File: src/sv/rgca_pkg.sv
`timescale 1ns / 1ps
// ----------------------------------------------------------------------------
// rgca_pkg
// shared constants, types and functions of the route great-circle accumulator
// ----------------------------------------------------------------------------
package rgca_pkg;

  localparam int ANGLE_FRAC_BITS   = 20;
  localparam int CORDIC_ITERATIONS = 24;

  localparam int LAT_W    = 28;
  localparam int LON_W    = 29;
  localparam int RADIUS_W = 24;
  localparam int SPEED_W  = 16;
  localparam int LEG_W    = 26;
  localparam int TOTAL_W  = 32;
  localparam int MAG_W    = 28;

  localparam int CORDIC_W = 34;
  localparam int OPND_W   = 33;
  localparam int PROD_W   = 2 * OPND_W;
  localparam int ROOT_N_W = 61;
  localparam int ROOT_W   = 31;

  localparam logic [RADIUS_W-1:0] RADIUS_RESET = 24'd1013453;
  localparam logic [SPEED_W-1:0]  SPEED_RESET  = 16'd500;

  localparam int HALF_TURN    = 180 * (1 << (ANGLE_FRAC_BITS + 1));
  localparam int QUARTER_TURN = 90 * (1 << (ANGLE_FRAC_BITS + 1));
  localparam int FULL_TURN    = 2 * HALF_TURN;

  localparam logic [31:0] DEG_TO_RAD_Q36 = 32'd1199381129;
  localparam logic [15:0] DR_LO          = DEG_TO_RAD_Q36[15:0];
  localparam logic [15:0] DR_HI          = DEG_TO_RAD_Q36[31:16];

  localparam logic signed [CORDIC_W-1:0] GAIN_Q30 = 34'sd652032874;
  localparam logic signed [CORDIC_W-1:0] ONE_Q30  = 34'sd1073741824;
  localparam logic [LEG_W-1:0]           LEG_MAX  = {LEG_W{1'b1}};
  localparam logic [TOTAL_W-1:0]         TOTAL_MAX = {TOTAL_W{1'b1}};

  localparam logic [0:0] REG_RADIUS = 1'b0;
  localparam logic [0:0] REG_SPEED  = 1'b1;

  typedef struct packed {
    logic start;
    logic vectoring;
  } cordic_ctrl_t;

  function automatic logic [31:0] atan_q30(input logic [5:0] i);
    logic [31:0] v;
    v = 32'd0;
    unique case (i)
      6'd0: v = 32'd843314857;
      6'd1: v = 32'd497837829;
      6'd2: v = 32'd263043837;
      6'd3: v = 32'd133525159;
      6'd4: v = 32'd67021687;
      6'd5: v = 32'd33543516;
      6'd6: v = 32'd16775851;
      6'd7: v = 32'd8388437;
      6'd8: v = 32'd4194283;
      6'd9: v = 32'd2097149;
      default: begin
        if (i <= 6'd30) v = 32'd1 << (6'd30 - i);
        else v = 32'd0;
      end
    endcase
    return v;
  endfunction

  function automatic logic signed [OPND_W-1:0] clamp_unit(
      input logic signed [CORDIC_W-1:0] v);
    logic signed [CORDIC_W-1:0] r;
    if (v > ONE_Q30) r = ONE_Q30;
    else if (v < -ONE_Q30) r = -ONE_Q30;
    else r = v;
    return r[OPND_W-1:0];
  endfunction

endpackage

File: src/sv/rgca_isqrt.sv
`timescale 1ns / 1ps
// ----------------------------------------------------------------------------
// rgca_isqrt
// bit-serial floor square root, one result bit per cycle
// ----------------------------------------------------------------------------
module rgca_isqrt (
  input  logic                            clk_i,
  input  logic                            rst_ni,
  input  logic                            start_i,
  input  logic [rgca_pkg::ROOT_N_W-1:0]   n_i,
  output logic                            done_o,
  output logic [rgca_pkg::ROOT_W-1:0]     root_o
);
  import rgca_pkg::*;

  localparam logic [4:0] LAST = 5'(ROOT_W - 1);

  logic                  busy_q, done_q;
  logic [4:0]            cnt_q;
  logic [ROOT_N_W-1:0]   rem_q, res_q, bit_q;
  logic [ROOT_N_W:0]     trial;
  logic                  fits;

  always_comb begin
    trial = {1'b0, res_q} + {1'b0, bit_q};
    fits  = {1'b0, rem_q} >= trial;
  end

  always_ff @(posedge clk_i or negedge rst_ni) begin
    if (!rst_ni) begin
      busy_q <= 1'b0;
      done_q <= 1'b0;
      cnt_q  <= '0;
    end else begin
      done_q <= 1'b0;
      if (start_i) begin
        busy_q <= 1'b1;
        cnt_q  <= '0;
      end else if (busy_q) begin
        if (cnt_q == LAST) begin
          busy_q <= 1'b0;
          done_q <= 1'b1;
        end
        cnt_q <= cnt_q + 1'b1;
      end
    end
  end

  always_ff @(posedge clk_i) begin
    if (start_i) begin
      rem_q <= n_i;
      res_q <= '0;
      bit_q <= {1'b1, {(ROOT_N_W-1){1'b0}}};
    end else if (busy_q) begin
      if (fits) begin
        rem_q <= rem_q - trial[ROOT_N_W-1:0];
        res_q <= (res_q >> 1) + bit_q;
      end else begin
        res_q <= res_q >> 1;
      end
      bit_q <= bit_q >> 2;
    end
  end

  assign done_o = done_q;
  assign root_o = res_q[ROOT_W-1:0];

endmodule

File: config.mk
export PLATFORM = sky130hd
export DESIGN_NAME = rgca_isqrt
export DESIGN_NICKNAME = d
export VERILOG_FILES = /design/src/sv/rgca_pkg.sv /design/src/sv/rgca_isqrt.sv
export SDC_FILE = /design/constraint.sdc
export NUM_CORES = 1
export LEC_CHECK = 0
export BUFFER_PORTS_ARGS = -buffer_cell sky130_fd_sc_hd__clkbuf_2
export CORE_ASPECT_RATIO = 1.2
export CORE_MARGIN = 2
export CORE_UTILIZATION = 55
export CTS_CLUSTER_DIAMETER = 100
export DETAILED_ROUTE_END_ITERATION = 8
export GPL_TIMING_DRIVEN = 0
export PLACE_DENSITY = 0.82
export SYNTH_ARGS = -nofsm -noshare
export SYNTH_HDL_FRONTEND = slang
export SYNTH_SLANG_ARGS = --single-unit
File: constraint.sdc
create_clock -name clk_i -period 9.51 [get_ports clk_i]
set_input_delay 0.951 -clock clk_i [delete_from_list [all_inputs] [get_ports clk_i]]
set_output_delay 0.951 -clock clk_i [all_outputs]
set_load 0.02 [all_outputs]
After elaboration in Yosys (flattened, before gate mapping)
Cells that the tools add are included. W data, S select, Z words.

Bits in latches: 0. Memories: 0. RAM bits: 0. Register bits: 160. Output and inout port bits: 32. ROM bits: 0. Bits of input ports: 64. Logic and storage cells: 27.

Bitwise operators: 0. Shift-type cells: 0. Equality and inequality tests: 1. Divide/modulo/power cells: 0. Magnitude comparators: 1. Reductions and logical operators: 3. Multipliers: 0. Muxes and demuxes: 12. $add $sub $neg: 4.

Operators by type and width (number): $mux W61 (4); $add A61 B61 Y62 (1); $ge A61 B62 Y1 (1); $add A60 B61 Y61 (1); $sub A61 B61 Y61 (1); $mux W5 (2); $mux W1 (6); $add A5 B1 Y5 const B (1); $eq A5 B5 Y1 const B (1); $reduce_bool A2 Y1 (2); $reduce_and A2 Y1 (1).

Longest topological paths before layout
Gate-level depths: netlist (run 1).

Depth after elaboration: 5. Mapped depth: 27. Depth with buffers taken out: 25.

Least setup slack after synthesis (run 1)
No wires, ideal clock.

Path kind: reg2reg. From: register res_q[2]. To: register rem_q[0], enable pin. Stages on the path, launching flop included: 23. Path slack: 0.178 ns. Period minus slack after synthesis: 9.332 ns. Path buffers: 1. Data arrival time: 8.768 ns. Cell sequence: dfxtp_1 -> ha_1 -> a31oi_1 -> o21bai_1 -> a31oi_1 -> nor3b_1 -> o31a_1 -> a41oi_2 -> o21ai_0 -> a21oi_1 -> o21bai_1 -> xnor2_1 -> ha_1 -> clkbuf_1 -> nand4_1 -> nor3_1 -> and3_1 -> nand4_1 -> o21ai_0 -> o21a_1 -> a21o_1 -> nand2_1 -> o21ai_0.

Cells in the longest elaborated chain, start to end: 4.

RTL lines: from (decl) (RTL line rgca_isqrt.sv:20) `logic [ROOT_N_W-1:0] rem_q, res_q, bit_q;`; from (signal assigned) (RTL line rgca_isqrt.sv:57) `res_q <= (res_q >> 1) + bit_q;`; from (signal assigned) (RTL line rgca_isqrt.sv:59) `res_q <= res_q >> 1;`; $add A61 B61 Y62 (RTL line rgca_isqrt.sv:25) `trial = {1'b0, res_q} + {1'b0, bit_q};`; $ge A61 B62 Y1 (RTL line rgca_isqrt.sv:26) `fits = {1'b0, rem_q} >= trial;`; $reduce_bool A2 Y1 (no source line); $reduce_and A2 Y1 (no source line); to (signal assigned) (RTL line rgca_isqrt.sv:51) `rem_q <= n_i;`; to (signal assigned) (RTL line rgca_isqrt.sv:56) `rem_q <= rem_q - trial[ROOT_N_W-1:0];`; to (decl) (RTL line rgca_isqrt.sv:20).

No other way between the ends. A chain may end at the register's enable or synchronous reset.

Final worst setup path (run 1)
From: register res_q[2]. To: register res_q[47].

Cells in the longest elaborated chain, start to end: 3. Elaborated cells on any way between the ends: 4. Those cells by class: add/sub (2); order compare (1); mux (1).

RTL lines: $add A61 B61 Y62 (RTL line rgca_isqrt.sv:25); $ge A61 B62 Y1 (RTL line rgca_isqrt.sv:26); $mux W61 * (RTL line rgca_isqrt.sv:55) `if (fits) begin`.

Mark *: on every way between the ends. The rest lies on a longest branch, timed or not.

==> results.md, run 1 <==
- Status: finished clean
- Largest net degree at the start of global routing: 32
- TritonRoute pass-1 iters: 7
- Final setup viols: 0
- Top sig layer: met4
- DP Wirelength: 37.53 mm
- RSZ-0062 raised after global routing: no
- Synth Area in Simple Gates: 0.1912
- CP max stage cell: clkbuf_1
- Yosys cell types: 74
- Pwr/cell area: approximately 280 nW/um^2
- Min-delay worst type: in -> async
- Share of cells above drive strength 1: 0.1056
- Post-CTS Resized: 0
- CTS clk-pin slew, worst paths: around 0.070 ns
- Placement Setup Slack: ~2.2 ns
- Post-synthesis compound-gate area fraction: 0.2723
- Count leader, synth: nand2_1
- Post-DRT Antenna Nets: 0
- Reg power frac: 0.235
- F_max: about 0.13 GHz
- CP peak stage delay: between 0.5 and 0.6 ns
- DR WL/cell: approximately 21 um
- Port bufs: 94
- Final net count: about 2200
- Die Y: about 180 um
- Finished Core Util: 0.6217
- Worst Tran Pin Value: 1.260 ns
- Initial Util: 0.5632
- Synth async-reset ratio: 0.04375
- Synth Instances: 1890
- Multiplexer share of the synthesized area: 0.03471
- P_int: roughly 2.4 mW
- Adder-cell share of the synthesized area: 0.1072
- GRT Overall Usage: 0.3430
- Sequential share of the synthesized area: 0.2585
- Remaining DRCs: 0
- Yosys top cell area share: 0.1237
- Vias: 15674
- Period utilization: 0.7975
- Area of the mapped netlist: between 10000 and 15000 um^2
- Post-synth top flop: dfxtp_1
- Most frequent cells after synthesis: nand2_1, nor2_1, o21ai_0, ha_1, a21oi_1
- Vias in the first global route: approximately 15000
- RePlAce Congestion: between 0.9 and 1
- CTS tree: yes
- Ys Warns: 0
- Final worst slack: ~1.9 ns
- CP Max Fanout: 10
- GRT overflow: 0
- Synth area leader: dfxtp_1
- Peak supply drop: between 0.00015 and 0.0002 V
- Syn avg cell area: approximately 7.9 um^2
- Layout area overhead: 10.39%
- #FFs+latches synth: 160
- Largest family of logic cells by synthesized area: compound AO/OA/AOI/OAI gates
- Clock H-tree levels: 4
- Metal3 WL: ~4.0 mm
- Fin crit period: roughly 7.6 ns
- Total clock sinks: between 150 and 200
- Drt total wl: 49.89 mm
- CTS buffer count: 17
- Layout fillers: between 2000 and 2500
- Sw power: 2.185 mW
- Max clock buf depth: 2
- Sw frac: 0.4807
- M1 WL: about 20 mm
- Core Region: roughly 26000 um^2
- Critical Path AT: around 7.9 ns
- FP Rows: 65
- Via density: 6.658
- Hold Buf Count CTS: 0
- Max-slew headroom: 0.1380
- Final Slew Violations: 0
- Final Hold Vio Count: 0
- Crit path launch type: flop
- Post-Syn Nets: about 2100
- Critical path type: reg -> reg
- Endpoint class of the critical path: flop
- Initial antenna violation count: 1
- Logic pwr share: 0.605
- Clock skew: 0.01300 ns
- Synth area leaders: dfxtp_1, edfxtp_1, ha_1
- Data required time of the worst path: 9.85 ns
- Die W: about 150 um
- Top-level I/O count: 96
- Post-CTS Repair Setup Buffers: 0
- Xor and xnor area share after synthesis: 0.07707
- First-pass GRT wire length: approximately 77 mm
- Die area: between 20000 and 30000 um^2
- MaxCap Viol Count: 0
- Metal2 WL: ~23 mm
- CTS root buf: clkbuf_16
- Worst-Skew Late Latency: roughly 0.46 ns
- Post-synth EDFFs: 61
- P_leak: roughly 6.7 nW
- Clock share of power: 0.160
- Initial DRC Count: 1447
-- cells in the final DEF (no fill, tap or decap), types with 15 or more instances in the layout --
cell,netlist,layout
nand2_1,199,199
nor2_1,172,172
o21ai_0,158,157
ha_1,126,126
a21oi_1,114,114
clkbuf_2,1,95
dfxtp_1,92,92
clkbuf_1,85,86
xnor2_1,67,67
xor2_1,64,64
edfxtp_1,61,61
inv_1,53,53
a31oi_1,53,53
mux2i_1,46,46
nor3_1,41,41
a21o_1,39,39
nand3_1,39,39
nand4_1,38,38
a311oi_1,34,34
o31ai_1,33,33
o21bai_1,31,31
buf_4,31,31
or4_1,24,24
clkbuf_16,0,20
nor2b_1,19,19
a211oi_1,18,18
nor4_1,17,17
buf_2,16,16
a31o_2,15,15
-- final cells by class --
type	instances	area, um^2	share of cell area
multi-input cells	1533	10170	0.6190
clock inverters	7	55.05	0.003350
repair buffers	96	510.5	0.03106
clock buffers	24	545.5	0.03320
flip-flops and latches	160	3849	0.2342
inverters	53	198.9	0.01211
well taps	335	419.2	0.02551
diodes	2	5.005	0.0003046
plain buffers	144	678.2	0.04127
-- worst max-delay path, delay by kind of cell, from the launching register on --
kind,cells,cell delay (ns)
flops,1,0.47
xor+xnor,1,0.27
fa+ha+maj,2,0.60
buf+inv,3,1.07
compound gates,18,4.89
simple gates,1,0.16
-- layer usage --
| metal | vias to the layer above | GRT usage |
|---|---|---|
| li1 | 7280 | - |
| met1 | 7314 | 0.3971 |
| met2 | 852 | 0.5887 |
| met3 | 228 | 0.06184 |
| met4 | 0 | 0.2131 |
| met5 | - | 0 |
-- worst paths after layout --
path                           start         to  slack (ns)  cells after the start
min reg2reg                bit_q[58]  bit_q[58]        0.53                      2
max reg2reg                 res_q[2]  res_q[47]        1.93                     25
max in group asynchronous     rst_ni   cnt_q[1]        9.03                      1
min in group clk_i         bit_q[58]  bit_q[58]        0.53                      2
min                           rst_ni   cnt_q[4]        0.32                      1
max                         res_q[2]  res_q[47]        1.93                     25
-- through the flow --
step | hold WS [ns] | setup TNS, ns | instance area (um^2) | power (mW) | instances
after floorplan | 0.4777 | 0 | 14890 | 3.008 | 1890
after global placement | 0.5124 | -240.51 | 15780 | 3.689 | 2319
after detailed placement | 0.5179 | 0 | 15830 | 3.733 | 2321
after CTS | 0.3234 | 0 | 16430 | 4.465 | 2352
after global routing | 0.3230 | 0 | 16430 | 4.813 | 2352
final | 0.3153 | 0 | 16430 | 4.546 | 2354
-- state kept, by name (all words and copies together) (netlist names) --
name	flops
rem_q	61
bit_q	31
done_o	1
busy_q	1
cnt_q	5
res_q	61
-- cells by family (layout without fill, tap and decap cells) --
group                    count (synthesis)  after routing
AO/OA/AOI/OAI                          613            613
XOR/XNOR                               131            131
adder cells (fa/ha/maj)                127            127
buffers and inverters                  197            324
flip-flops                             160            160
multiplexers                            51             51
other                                    0              2
AND/OR/NAND/NOR                        611            611
-- power by group through the flow --
| stage | clock (mW) | sequential [mW] | combinational (mW) |
|---|---|---|---|
| floorplan | 0 | 1.07 | 1.94 |
| global placement | 0 | 1.12 | 2.57 |
| detailed placement | 0 | 1.08 | 2.66 |
| CTS | 0.723 | 1.07 | 2.68 |
| global route | 0.750 | 1.08 | 2.98 |
| finish | 0.728 | 1.07 | 2.75 |
Power figures use the tool's default switching activity.
==> run 2: changes to the inputs <==
--- a/config.mk
+++ b/config.mk
@@ -12,7 +12,7 @@
 export CTS_CLUSTER_DIAMETER = 100
 export DETAILED_ROUTE_END_ITERATION = 8
 export GPL_TIMING_DRIVEN = 0
-export PLACE_DENSITY = 0.82
+export PLACE_DENSITY = 0.79
 export SYNTH_ARGS = -nofsm -noshare
 export SYNTH_HDL_FRONTEND = slang
 export SYNTH_SLANG_ARGS = --single-unit
==> constraint.sdc (replaced) <==
create_clock -name clk_i -period 7.1 [get_ports clk_i]
set_input_delay 0.71 -clock clk_i [delete_from_list [all_inputs] [get_ports clk_i]]
set_output_delay 0.71 -clock clk_i [all_outputs]
set_load 0.02 [all_outputs]
==> results.md, run 2 (same netlist as run 1, synthesis figures left out) <==
- Final Slew Violations: 0 (unchanged)
- ANT cells: 0 (was 2)
- Final setup viols: 0 (unchanged)
- CTS buffer count: 17 (unchanged)
- Flop2flop setup slack: 0.23 ns (was 1.93 ns)
- Drt total wl: 49.86 mm (was 49.89 mm)
- Final worst slack: 0.2318 ns (was 1.926 ns)
- Layout fillers: 2380 (was 2342)
- Initial DRC Count: 1579 (was 1447)
- Via density: 6.576 (was 6.658)
- TritonRoute pass-1 iters: 9 (was 7)
- Finished Core Util: 0.6229 (was 0.6217)
- GRT met3 Usage: 0.05737 (was 0.06184)
- Met1 Resource Use GR: 0.4215 (was 0.3971)
- Critical Path AT: 7.01 ns (was 7.93 ns)
- Largest net degree at the start of global routing: 31 (was 32)
- FP Rows: 65 (unchanged)
- DP Wirelength: 37.56 mm (was 37.53 mm)
- MaxCap Viol Count: 0 (unchanged)
- Initial antenna violation count: 1 (unchanged)
- CTS tree: yes (unchanged)
- Share of cells above drive strength 1: 0.1098 (was 0.1056)
- CP Max Fanout: 30 (was 10)
- Worst Tran Pin Value: 1.234 ns (was 1.260 ns)
- CP Cell Sequence: ha_1, a31oi_1, o21bai_1, a31oi_2, nor3b_1, o31a_1, a41oi_2, o21ai_1, a21oi_2, o31a_1, xor2_1, ha_1, clkbuf_1, nand2_1, nor3_1, and3_1, nand4_1, o21ai_0, o21a_1, a21o_1, nand2_1, o21ai_4, buf_4, buf_12
- Layout area overhead: 10.60% (was 10.39%)
- DR WL/cell: 21.16 um (was 21.19 um)
- Worst r2r src: res_q[2] (unchanged)
- Data required time of the worst path: 7.24 ns (was 9.85 ns)
- Fin cells: 2356 (was 2354)
- Port bufs: 94 (unchanged)
- GR peak layer: met2 (unchanged)
- Critical Path Source: res_q[2] (unchanged)
- Max-slew headroom: 0.1775 (was 0.1380)
- Reg2Reg Depth: 24 (was 25)
- Total clock sinks: 160 (unchanged)
- Initial Util: 0.5632 (unchanged)
- CTS root buf: clkbuf_16 (unchanged)
- Clock skew: 0.01134 ns (was 0.01300 ns)
- Critical path type: reg -> reg (unchanged)
- Most frequent cells in the layout: nand2_1, nor2_1, o21ai_0, ha_1, a21oi_1 (unchanged)
- CP peak stage delay: 0.47 ns (was 0.56 ns)
- Failing checks: DRC
- Final net count: 2199 (was 2196)
- Pwr/cell area: 370.0 nW/um^2 (was 276.6 nW/um^2)
- Fin Hold WS: 0.08401 ns (was 0.3153 ns)
- Die W: 154.2 um (unchanged)
- Clock H-tree levels: 4 (unchanged)
- GRT overflow: 0 (unchanged)
- RePlAce Congestion: 0.9910 (was 0.9900)
- First-pass GRT wire length: 78.10 mm (was 76.78 mm)
- Post-DRT Antenna Nets: 0 (unchanged)
- Final TNS setup: 0 ns (unchanged)
- Vias in the first global route: 14897 (was 14908)
- Largest regs: rem_q x61, res_q x61, bit_q x31 (unchanged)
- Peak supply drop: 0.0002805 V (was 0.0001522 V)
- Top-level I/O count: 96 (unchanged)
- Reg2reg end: rem_q[30] (was res_q[47])
- Period utilization: 0.9674 (was 0.7975)
- Post-placement cell count: 2321 (unchanged)
- Met2 usage: 0.5849 (was 0.5887)
- CP max stage cell: dfxtp_1 (was clkbuf_1)
- Core Region: 26430 um^2 (unchanged)
- Fin crit period: 6.868 ns (was 7.584 ns)
- Min-delay worst type: in -> async (unchanged)
- Max clock buf depth: 2 (unchanged)
- CTS clk-pin slew, worst paths: 0.07 ns (about the same)
- Crit path launch type: flop (unchanged)
- Worst-Skew Late Latency: 0.45 ns (was 0.46 ns)
- GRT Overall Usage: 0.3470 (was 0.3430)
- Commonest non-fill, non-tap cell in the layout: nand2_1 (unchanged)
- Die area: 28400 um^2 (unchanged)
- Final Hold Vio Count: 0 (unchanged)
- Setup crit end: rem_q[30] (was res_q[47])
- Vias: 15494 (was 15674)
- Status: finished with violations (was finished clean)
- Placement Setup Slack: -0.006405 ns (was 2.232 ns)
- P_leak: 6.717 nW (was 6.700 nW)
- Endpoint class of the critical path: flop (unchanged)
- F_max: 0.1456 GHz (was 0.1319 GHz)
- Die Y: 184.2 um (unchanged)
- Remaining DRCs: 1 (was 0)
[run 2: cell types whose count changed in the layout (fill, tap and decap cells not counted), sizes merged]
cell      delta
bufinv       +2
clkbuf       -1
inv          -4
buf          +2
diode        -2
clkinv       +4
clkinvlp     +1
[run 2: per-stage QoR]
stage / instance area, um^2 / power, mW
final: 16460 / 6.092
after global routing: 16460 / 6.463
after CTS: 16410 / 5.942
after detailed placement: 15830 / 4.995
after global placement: 15780 / 4.897
after floorplan: 14890 / 4.008
[run 2: critical path: cells and delay by family, from the launching register on]
family	cells	cell delay [ns]
AO/OA/AOI/OAI	12	3.45
XOR/XNOR	1	0.36
adder cells (fa/ha/maj)	2	0.50
buffers and inverters	3	0.62
flip-flops	1	0.47
AND/OR/NAND/NOR	6	1.10
[run 2: metal layers]
metal	wire length (um)	vias up
li1	-	7274
met1	19830	7175
met2	23210	828
met3	4134	215
met4	2672	2
met5	13	-
[run 2: where the power goes]
| group | leakage, nW | switching [mW] | internal, mW |
|---|---|---|---|
| Combinational | 4.97 | 2.35 | 1.36 |
| Sequential | 1.46 | 0.146 | 1.29 |
| Clock | 0.280 | 0.413 | 0.535 |
[run 2: final cells by class]
class | count | area (um^2) | share of cell area
sequential | 160 | 3849 | 0.2338
buffer | 143 | 681.9 | 0.04142
timing repair buffer | 100 | 540.5 | 0.03283
clock inverter | 10 | 108.9 | 0.006611
multi-input combinational | 1533 | 10200 | 0.6197
tap | 335 | 419.2 | 0.02546
inverter | 53 | 198.9 | 0.01208
clock buffer | 22 | 464.2 | 0.02819
[run 2: how the worst min path moves through the flow]
| stage | depth (start not counted) | slack, ns | endpoint | from |
|---|---|---|---|---|
| final | 1 | 0.08 | cnt_q[4] | rst_ni |
| after CTS | 1 | 0.09 | cnt_q[4] | rst_ni |
| after detailed placement | 2 | 0.53 | res_q[0] | res_q[0] |
| after global routing | 1 | 0.09 | cnt_q[4] | rst_ni |
| after global placement | 2 | 0.51 | res_q[0] | res_q[0] |
| after floorplan | 0 | 0.41 | busy_q | rst_ni |
[run 2: timing repair]
action                     CTS  global route
gates resized for setup      1            13
setup endpoints to repair   64           122
pin swaps                    0             3
hold buffers                 0             0
gates cloned                 0             0
buffers inserted             0             4
==> run 3: changes to the inputs <==
--- a/config.mk
+++ b/config.mk
@@ -9,10 +9,12 @@
 export CORE_ASPECT_RATIO = 1.2
 export CORE_MARGIN = 2
 export CORE_UTILIZATION = 55
+export CTS_BUF_LIST = sky130_fd_sc_hd__clkbuf_16
 export CTS_CLUSTER_DIAMETER = 100
 export DETAILED_ROUTE_END_ITERATION = 8
 export GPL_TIMING_DRIVEN = 0
 export PLACE_DENSITY = 0.79
+export SETUP_SLACK_MARGIN = 0.15
 export SYNTH_ARGS = -nofsm -noshare
 export SYNTH_HDL_FRONTEND = slang
 export SYNTH_SLANG_ARGS = --single-unit
==> results.md, run 3 (same netlist as run 1, synthesis figures left out) <==
- Hold Buf Count CTS: 0 (unchanged)
- Fin crit period: 6.744 ns (was 6.868 ns)
- Initial DRC Count: 1673 (was 1579)
- Area occupied by multi-input gates: 10220 um^2 (was 10200 um^2)
- F_max: 0.1483 GHz (was 0.1456 GHz)
- Critical Path AT: 7.05 ns (was 7.01 ns)
- ANT cells: 0 (unchanged)
- Peak supply drop: 0.0002858 V (was 0.0002805 V)
- Area occupied by registers: 3849 um^2 (unchanged)
- CP Max Fanout: 10 (was 30)
- MaxCap Viol Count: 0 (unchanged)
- Max-slew headroom: 0.2092 (was 0.1775)
- Fin cells: 2357 (was 2356)
- TritonRoute pass-1 iters: 6 (was 9)
- Drt total wl: 49.74 mm (was 49.86 mm)
- Worst r2r src: res_q[2] (unchanged)
- GRT overflow: 0 (unchanged)
- P_leak: 6.738 nW (was 6.717 nW)
- DP Wirelength: 37.56 mm (unchanged)
- RSZ-0062 raised after global routing: yes
- Commonest non-fill, non-tap cell in the layout: nand2_1 (unchanged)
- Core Region: 26430 um^2 (unchanged)
- Crit path launch type: flop (unchanged)
- Clock H-tree levels: 4 (unchanged)
- CP max stage cell: a2111oi_0 (was dfxtp_1)
- Design area: 16480 um^2 (was 16460 um^2)
- Share of cells above drive strength 1: 0.1123 (was 0.1098)
- Largest regs: rem_q x61, res_q x61, bit_q x31 (unchanged)
- Die W: 154.2 um (unchanged)
- Most frequent cells in the layout: nand2_1, nor2_1, o21ai_0, ha_1, a21oi_1 (unchanged)
- Worst Tran Pin Value: 1.156 ns (was 1.234 ns)
- Final Hold Vio Count: 0 (unchanged)
- Status: finished clean (was finished with violations)
- Post-placement cell count: 2321 (unchanged)
- Die Y: 184.2 um (unchanged)
- Initial Util: 0.5632 (unchanged)
- Initial antenna violation count: 0 (was 1)
- CTS clk-pin slew, worst paths: 0.06 ns (was 0.07 ns)
- CTS root buf: clkbuf_16 (unchanged)
- Total clock sinks: 160 (unchanged)
- Port bufs: 94 (unchanged)
- Min-delay worst type: in -> async (unchanged)
- CTS tree: yes (unchanged)
- CTS buffer count: 17 (unchanged)
- Via density: 6.555 (was 6.576)
- Worst-Skew Late Latency: 0.46 ns (was 0.45 ns)
- PnR Total Power: 6.085 mW (was 6.092 mW)
- Vias: 15451 (was 15494)
- FP Rows: 65 (unchanged)
- CP peak stage delay: 0.54 ns (was 0.47 ns)
- Crit-path leading delay family: compound AO/OA/AOI/OAI gates (unchanged)
- Top-level I/O count: 96 (unchanged)
- GRT Overall Usage: 0.3474 (was 0.3470)
- Pwr/cell area: 369.2 nW/um^2 (was 370.0 nW/um^2)
- DP Area: 15830 um^2 (unchanged)
- Finished Core Util: 0.6235 (was 0.6229)
- First-pass GRT wire length: 78.19 mm (was 78.10 mm)
- Post-DRT Antenna Nets: 0 (unchanged)
- CP bufs+invs: 3 (unchanged)
- Critical path type: reg -> reg (unchanged)
- Final net count: 2200 (was 2199)
- Vias in the first global route: 14950 (was 14897)
- Final setup viols: 0 (unchanged)
- Period utilization: 0.9498 (was 0.9674)
- Data required time of the worst path: 7.41 ns (was 7.24 ns)
- Final Slew Violations: 0 (unchanged)
- Endpoint class of the critical path: flop (unchanged)
- Layout area overhead: 10.71% (was 10.60%)
- Largest net degree at the start of global routing: 31 (unchanged)
- Critical Path Source: res_q[2] (unchanged)
- RePlAce Congestion: 0.9910 (unchanged)
- Die area: 28400 um^2 (unchanged)
- Remaining DRCs: 0 (was 1)
- Layout fillers: 2381 (was 2380)
- CP Cell Sequence: ha_1, a31oi_1, o21bai_1, a31oi_2, nor3b_1, o31a_1, a41oi_4, o21ai_1, a21oi_1, nor2_1, xnor2_1, ha_1, clkbuf_1, nand4_1, nor3_2, and3_1, nand4_1, o21ai_0, o21a_1, a21oi_4, buf_2, clkbuf_4, a2111oi_0, nor3_1 (was ha_1, a31oi_1, o21bai_1, a31oi_2, nor3b_1, o31a_1, a41oi_2, o21ai_1, a21oi_2, o31a_1, xor2_1, ha_1, clkbuf_1, nand2_1, nor3_1, and3_1, nand4_1, o21ai_0, o21a_1, a21o_1, nand2_1, o21ai_4, buf_4, buf_12)
- Fin Hold WS: 0.08281 ns (was 0.08401 ns)
- Clock skew: 0.01373 ns (was 0.01134 ns)
- Max clock buf depth: 2 (unchanged)
- DR WL/cell: 21.10 um (was 21.16 um)
run 3: path summary, 6_finish.rpt:
check                      cells after the start  slack (ns)   endpoint
setup / recovery                              24        0.36  res_q[58]
hold / removal                                 1        0.08   cnt_q[4]
setup reg to reg                              24        0.36  res_q[58]
hold reg to reg                                2        0.54   res_q[0]
max in group asynchronous                      1        6.86   cnt_q[1]
min in group clk_i                             3        0.53  rem_q[55]
run 3: per-stage QoR:
step / setup slack [ns] / TNS [ns]
floorplan: 0.5830 / 0
global placement: -1.958 / -118.91
detailed placement: -0.006405 / -0.09494
CTS: 0.1993 / 0
global route: 0.1346 / 0
finish: 0.3564 / 0
run 3: worst reg2reg max path: stages, from the launching register on:
cell and delay [ns]:
dfxtp_1 0.47, ha_1 0.32, a31oi_1 0.27, o21bai_1 0.17, a31oi_2 0.40, nor3b_1 0.13, o31a_1 0.42, a41oi_4 0.35
o21ai_1 0.19, a21oi_1 0.38, nor2_1 0.12, xnor2_1 0.18, ha_1 0.30, clkbuf_1 0.26, nand4_1 0.24, nor3_2 0.29
and3_1 0.19, nand4_1 0.09, o21ai_0 0.33, o21a_1 0.25, a21oi_4 0.07, buf_2 0.25, clkbuf_4 0.25, a2111oi_0 0.54
nor3_1 0.13
run 3: layout make-up:
cell class / count / area share
Inverter: 53 / 0.01207
Tap cell: 335 / 0.02543
Buffer: 144 / 0.04244
Sequential cell: 160 / 0.2335
Clock buffer: 17 / 0.02581
Timing Repair Buffer: 100 / 0.03280
Multi-Input combinational cell: 1533 / 0.6202
Clock inverter: 15 / 0.007744
run 3: repair_timing:
item / CTS / global route
endpoints found under the setup margin: 85 / 123
gates resized for setup: 3 / 27
setup buffers: 3 / 1
pin swaps: 1 / 2
run 3: where the power goes:
| group | switching (mW) | internal (mW) | total, mW |
|---|---|---|---|
| logic | 2.35 | 1.37 | 3.72 |
| registers | 0.144 | 1.29 | 1.44 |
| clock network | 0.413 | 0.509 | 0.922 |
run 3: routing by layer:
layer	share of wire	global-route usage	vias to the layer above
met5	0	0	-
met4	0.052	0.1955	0
met3	0.081	0.05549	189
met2	0.47	0.5869	840
met1	0.40	0.4222	7151
li1	-	-	7271
